==> config.mk <==
export PLATFORM = sky130hd
export DESIGN_NAME = apfc_ctrl
export DESIGN_NICKNAME = d
export VERILOG_FILES = /design/src/apfc_pkg.sv /design/src/apfc_ctrl.sv
export SDC_FILE = /design/constraint.sdc
export NUM_CORES = 1
export LEC_CHECK = 0
export ABC_AREA = 1
export BUFFER_PORTS_ARGS = -buffer_cell sky130_fd_sc_hd__buf_2
export CORE_AREA = 10 10 47 49
export DETAILED_ROUTE_END_ITERATION = 6
export DIE_AREA = 0 0 57 59
export GPL_TIMING_DRIVEN = 0
export PLACE_DENSITY = 0.74
export SETUP_SLACK_MARGIN = 0.02
export SLEW_MARGIN = 5
export SYNTH_ARGS = -nofsm -noshare
export SYNTH_HDL_FRONTEND = slang
export SYNTH_SLANG_ARGS = --single-unit
export TNS_END_PERCENT = 30
==> constraint.sdc <==
create_clock -name clock -period 1.12 [get_ports clock]
set_input_delay 0.112 -clock clock [delete_from_list [all_inputs] [get_ports clock]]
set_output_delay 0.112 -clock clock [all_outputs]
set_load 0.01 [all_outputs]
==> src/apfc_pkg.sv <==
// apfc_pkg: shared widths, constants, register indexes and the command and
// status structs that pass between the controller and the datapath.
// No dependencies.
package apfc_pkg;

   // payload and register widths
   localparam int VM_W       = 16;
   localparam int CAP_W      = 16;
   localparam int RM_W       = 24;
   localparam int FRAC_W     = 9;
   localparam int LOG_W      = 8;
   localparam int SEEN_W     = 9;
   localparam int CYC_W      = 13;
   localparam int DRIVE_W    = 13;
   localparam int ERR_W      = 17;
   localparam int CSR_IDX_W  = 3;
   localparam int CSR_DATA_W = 24;

   // shared divider sizing
   localparam int DIV_NUM_W = 42;
   localparam int DIV_DEN_W = 24;
   localparam int DIV_QUO_W = 16;
   localparam int DIV_CNT_W = 5;
   localparam int DIV_SH_W  = 6;

   // quotient bits each division needs
   localparam logic [DIV_CNT_W-1:0] QBITS_CYCLE = 5'd15;
   localparam logic [DIV_CNT_W-1:0] QBITS_TMPL  = 5'd16;
   localparam logic [DIV_CNT_W-1:0] QBITS_DRIVE = 5'd13;

   // limits
   localparam logic [DRIVE_W-1:0] DRIVE_MAX    = 13'd5120;
   localparam logic [CYC_W-1:0]   CYCLE_MAX    = 13'd8191;
   localparam logic [SEEN_W-1:0]  SEEN_MAX     = 9'd256;
   localparam logic [FRAC_W-1:0]  FRAC_MAX     = 9'd256;
   localparam logic [RM_W-1:0]    RM_MAX       = 24'hFFFFFF;
   // smallest rm that may halve: 0.02 megaohm
   localparam logic [RM_W-1:0]    RM_HALVE_MIN = 24'd6;

   // register defaults
   localparam logic [CAP_W-1:0]        CAP_RESET      = 16'd150;
   localparam logic [RM_W-1:0]         RM_RESET       = 24'd38400;
   localparam logic signed [VM_W-1:0]  V_CUTOFF_RESET = -16'sd10240;
   localparam logic [VM_W-1:0]         SLOPE_RESET    = 16'd1280;
   localparam logic [FRAC_W-1:0]       FRAC_RESET     = 9'd251;
   localparam logic [LOG_W-1:0]        LOG_RESET      = 8'd3;
   localparam logic [VM_W-1:0]         NOISE_RESET    = 16'd512;

   typedef enum logic [CSR_IDX_W-1:0] {
      CSR_CAP_PF       = 3'd0,
      CSR_RM_START     = 3'd1,
      CSR_V_CUTOFF     = 3'd2,
      CSR_SLOPE_THRESH = 3'd3,
      CSR_CUT_FRAC     = 3'd4,
      CSR_LOG_COUNT    = 3'd5,
      CSR_NOISE_THRESH = 3'd6,
      CSR_ADAPT_ENABLE = 3'd7
   } csr_index_type;

   typedef enum logic [1:0] {
      DIV_CYCLE = 2'd0,
      DIV_TMPL  = 2'd1,
      DIV_DRIVE = 2'd2
   } div_op_type;

   typedef struct packed {
      logic       load_vm;
      logic       detect;
      logic       cyc_write;
      logic       tmpl_read;
      logic       tmpl_prep;
      logic       tmpl_write;
      logic       run_start;
      logic       run_read;
      logic       run_eval;
      logic       drive_check;
      logic       drive_write;
      logic       finish;
      logic       div_start;
      div_op_type div_op;
   } apfc_cmd_type;

   typedef struct packed {
      logic cyc_needed;
      logic avg_go;
      logic drive_div;
      logic drive_ovf;
      logic div_done;
   } apfc_stat_type;

endpackage

==> src/apfc_ctrl.sv <==
// apfc_ctrl: sequencer that steps the datapath through one item and runs
// the handshakes. Uses apfc_pkg.
module apfc_ctrl
   import apfc_pkg::*;
(
   input  logic          clock,
   input  logic          reset,
   input  logic          req_valid,
   output logic          req_stall,
   output logic          rsp_valid,
   input  logic          rsp_stall,
   output apfc_cmd_type  cmd_o,
   input  apfc_stat_type stat_i
);

   typedef enum logic [3:0] {
      ST_IDLE,
      ST_DETECT,
      ST_CYC_START,
      ST_CYC_WAIT,
      ST_TREAD,
      ST_TPREP,
      ST_TSTART,
      ST_TWAIT,
      ST_RSTART,
      ST_RREAD,
      ST_REVAL,
      ST_RCHECK,
      ST_RWAIT,
      ST_FINISH,
      ST_OUT
   } state_type;

   state_type state_ff, state_in;

   // command decode and next state
   always_comb begin
      cmd_o    = '0;
      state_in = state_ff;
      unique case (state_ff)
         ST_IDLE: begin
            if (req_valid) begin
               cmd_o.load_vm = 1'b1;
               state_in      = ST_DETECT;
            end
         end
         ST_DETECT: begin
            cmd_o.detect = 1'b1;
            state_in     = stat_i.cyc_needed ? ST_CYC_START : ST_TREAD;
         end
         ST_CYC_START: begin
            cmd_o.div_start = 1'b1;
            cmd_o.div_op    = DIV_CYCLE;
            state_in        = ST_CYC_WAIT;
         end
         ST_CYC_WAIT: begin
            if (stat_i.div_done) begin
               cmd_o.cyc_write = 1'b1;
               state_in        = ST_TREAD;
            end
         end
         ST_TREAD: begin
            cmd_o.tmpl_read = 1'b1;
            state_in        = stat_i.avg_go ? ST_TPREP : ST_RSTART;
         end
         ST_TPREP: begin
            cmd_o.tmpl_prep = 1'b1;
            state_in        = ST_TSTART;
         end
         ST_TSTART: begin
            cmd_o.div_start = 1'b1;
            cmd_o.div_op    = DIV_TMPL;
            state_in        = ST_TWAIT;
         end
         ST_TWAIT: begin
            if (stat_i.div_done) begin
               cmd_o.tmpl_write = 1'b1;
               state_in         = ST_RSTART;
            end
         end
         ST_RSTART: begin
            cmd_o.run_start = 1'b1;
            state_in        = ST_RREAD;
         end
         ST_RREAD: begin
            cmd_o.run_read = 1'b1;
            state_in       = ST_REVAL;
         end
         ST_REVAL: begin
            cmd_o.run_eval = 1'b1;
            state_in       = stat_i.drive_div ? ST_RCHECK : ST_FINISH;
         end
         ST_RCHECK: begin
            cmd_o.drive_check = 1'b1;
            cmd_o.div_op      = DIV_DRIVE;
            if (stat_i.drive_ovf) begin
               state_in = ST_FINISH;
            end else begin
               cmd_o.div_start = 1'b1;
               state_in        = ST_RWAIT;
            end
         end
         ST_RWAIT: begin
            if (stat_i.div_done) begin
               cmd_o.drive_write = 1'b1;
               state_in          = ST_FINISH;
            end
         end
         ST_FINISH: begin
            cmd_o.finish = 1'b1;
            state_in     = ST_OUT;
         end
         ST_OUT: begin
            if (!rsp_stall) begin
               state_in = ST_IDLE;
            end
         end
         default: state_in = ST_IDLE;
      endcase
   end

   always_ff @(posedge clock) begin
      if (reset) begin
         state_ff <= ST_IDLE;
      end else begin
         state_ff <= state_in;
      end
   end

   assign req_stall = (state_ff != ST_IDLE);
   assign rsp_valid = (state_ff == ST_OUT);

endmodule

==> flow_summary.json <==
{
  "outcome": "finished with violations",
  "violations": "setup timing",
  "first_iter_violations": 8,
  "timing.fmax_mhz": 782,
  "worstPathRequired_ps": 1010,
  "p_comb_share_pct": 63.0,
  "wl_microns": 1690,
  "dpl_cell_area_sq_um": 648,
  "cp.arrival_ps": 1170,
  "ys.warnings.count": 0,
  "cts_tree": "done",
  "post_drt_wl_per_cell_microns": 11.6,
  "hold_start": "reset",
  "synth-main-ff-cell": "dfxtp_1",
  "synth_cells": 97,
  "clk_pin_slew_ps": 40,
  "top_regs": "state_ff: 4 flops",
  "synth-seq-cells": 4,
  "avgSynthCellArea_sq_um": 4.93,
  "pin_count": 26,
  "synthArstFlopShare_pct": 0,
  "seqPwrFrac_pct": 23.7,
  "drc": 0,
  "rsz0062_at_grt": "true",
  "synth_commonest_cells": "nand2_1, inv_1, nor2_1",
  "hold_class": "primary input to flop",
  "num_vias": 669,
  "gp_congestion": 0.820,
  "whs_path_depth": 2,
  "via_per_inst": 4.58,
  "netlist_area_sq_um": 478,
  "area_growth_pct": 69.1,
  "r2r_start": "state_ff[1]$_SDFFE_PP0P_",
  "p_int_uw": 721,
  "grt_pass1_wl_microns": 2550,
  "setup_viol": 21,
  "drive_above_1_share_pct": 52.3,
  "syn_nets": 106,
  "insertion_delay_ps": 240,
  "start_util_pct": 34.1,
  "vdd_drop_max_mv": 1.17,
  "htree_levels": 1,
  "final_area_sq_um": 808,
  "power.density_nw_per_um2": 1830,
  "ff2ff_setup_slack_ps": -110,
  "postRouteAntennaNets": 0,
  "start_kind": "flop",
  "hold_viol": 0,
  "io_buffer_count": 25,
  "grt_pass1_vias": 636,
  "worst_pin_slew_ps": 188,
  "finClkSkew_ps": 2.04,
  "cts_root_buffer": "clkbuf_4",
  "cap_violations": 0,
  "largest_reg_flops": 4,
  "dr.pass1.iters": 4,
  "r2r_end": "state_ff[0]$_SDFFE_PP0P_",
  "crit_fanout": 6,
  "fp.dieArea_sq_um": 3360,
  "grt_overflow_total": 0,
  "power.total_uw": 1480,
  "cts_buffer_depth": 2,
  "synth.largest_area_cell": "nand2_1",
  "synth_top_area_share_pct": 24.3,
  "seq_area_frac_synth_pct": 16.8,
  "fin_crit_ps": 1280,
  "finalCoreUtilization_pct": 57.7,
  "die_h_microns": 59,
  "synth-edff-count": 0,
  "p_switching_uw": 755,
  "synth.distinct_cells": 15,
  "endpoint_kind": "output port",
  "power_switching_share_pct": 51.1,
  "cts_hold_buf": 0,
  "antenna_cells": 0,
  "dieWidth_microns": 57,
  "ys_top_cells_by_area": "nand2_1, dfxtp_1, inv_1, nor2_1, nand3_1",
  "clockPowerShare_pct": 13.3,
  "finalWorstSetupSlack_ps": -158,
  "path_class": "flop to output port",
  "dp_hpwl_microns": 1260,
  "cts_made_buffers": 3,
  "min_to": "state_ff[2]$_SDFFE_PP0P_",
  "core_sq_um": 1400,
  "leakagePower_uw": 0.000502,
  "slew_viol_final": 0,
  "grt_max_degree": 8,
  "yosysMostFrequentCell": "nand2_1",
  "rows": 14,
  "fin_nets": 140,
  "antenna_found_initial": 0,
  "r2r_cells": 8,
  "largest-register": "state_ff",
  "period_share_pct": 114,
  "grt_util_all_layers_pct": 9.03,
  "clock_sinks": 4,
  "max_slew_margin_pct": 87.3
}
[worst max-delay path by stage]
| stage | endpoint | slack (ps) | from | cells after the start |
|---|---|---|---|---|
| floorplan | state_ff[0]$_SDFFE_PP0P_ | 20 | state_ff[1]$_SDFFE_PP0P_ | 7 |
| global placement | state_ff[2]$_SDFFE_PP0P_ | -120 | state_ff[2]$_SDFFE_PP0P_ | 8 |
| detailed placement | state_ff[2]$_SDFFE_PP0P_ | -150 | state_ff[2]$_SDFFE_PP0P_ | 8 |
| CTS | cmd_o[2] | -140 | state_ff[1]$_SDFFE_PP0P_ | 5 |
| global route | cmd_o[2] | -220 | state_ff[1]$_SDFFE_PP0P_ | 5 |
| finish | cmd_o[5] | -160 | state_ff[3]$_SDFFE_PP0P_ | 5 |
[routing by layer]
metal	GRT usage [%]	vias up	wire length [microns]
met5	0	-	0
met3	4.51	0	108
li1	-	354	-
met1	9.38	294	715
met4	1.01	0	0
met2	16.4	21	870
[area by class of cell]
class                      instances  area [sq um]
fill                             151           593
multi-input combinational         72           408
timing repair buffer              29           165
sequential                         4          95.1
inverter                          20          82.6
clock buffer                       4          26.3
tap                               16          20.0
buffer                             1          11.3
[critical path: stages (launching register included)]
cell	delay, ps
dfxtp_4	400
buf_4	140
nand2_4	70
nor2_4	130
buf_6	100
buf_6	90
[power groups by stage]
stage	clock network, uW	logic [uW]	registers [uW]
after CTS	202	854	348
after global routing	216	1030	362
after detailed placement	0	738	302
after global placement	0	730	302
after floorplan	0	536	282
final	196	929	350
[per-stage QoR]
stage                     setup TNS [ps]  std cells  hold WS, ps  worst slack (ps)
final                              -2070        146         67.6              -158
after global routing               -3490        146         67.5              -225
after CTS                          -1880        144         67.2              -143
after detailed placement            -525        138          312              -147
after global placement              -424        138          307              -123
after floorplan                        0         97          171              16.0
[logic make-up after synthesis]
| logic type | share of synthesized area [%] |
|---|---|
| buffers and inverters | 17.3 |
| AO/OA/AOI/OAI | 11.3 |
| AND/OR/NAND/NOR | 54.7 |
| flip-flops | 16.8 |
[cells in the final DEF, fill, tap and decap left out, types with 4 or more instances in the layout]
cell type / count
buf_2: 24
dfxtp_4: 4
inv_1: 13
inv_2: 4
nand2_1: 24
nand2_2: 8
nor2_1: 14
nor2_4: 7
[what timing repair did]
| item | CTS | global route |
|---|---|---|
| gates resized for setup | 28 | 9 |
| endpoints found under the setup margin | 21 | 21 |
| setup buffers | 2 | 2 |
| pin swaps | 4 | 3 |
Note: power is estimated with default switching activity, not from simulation.
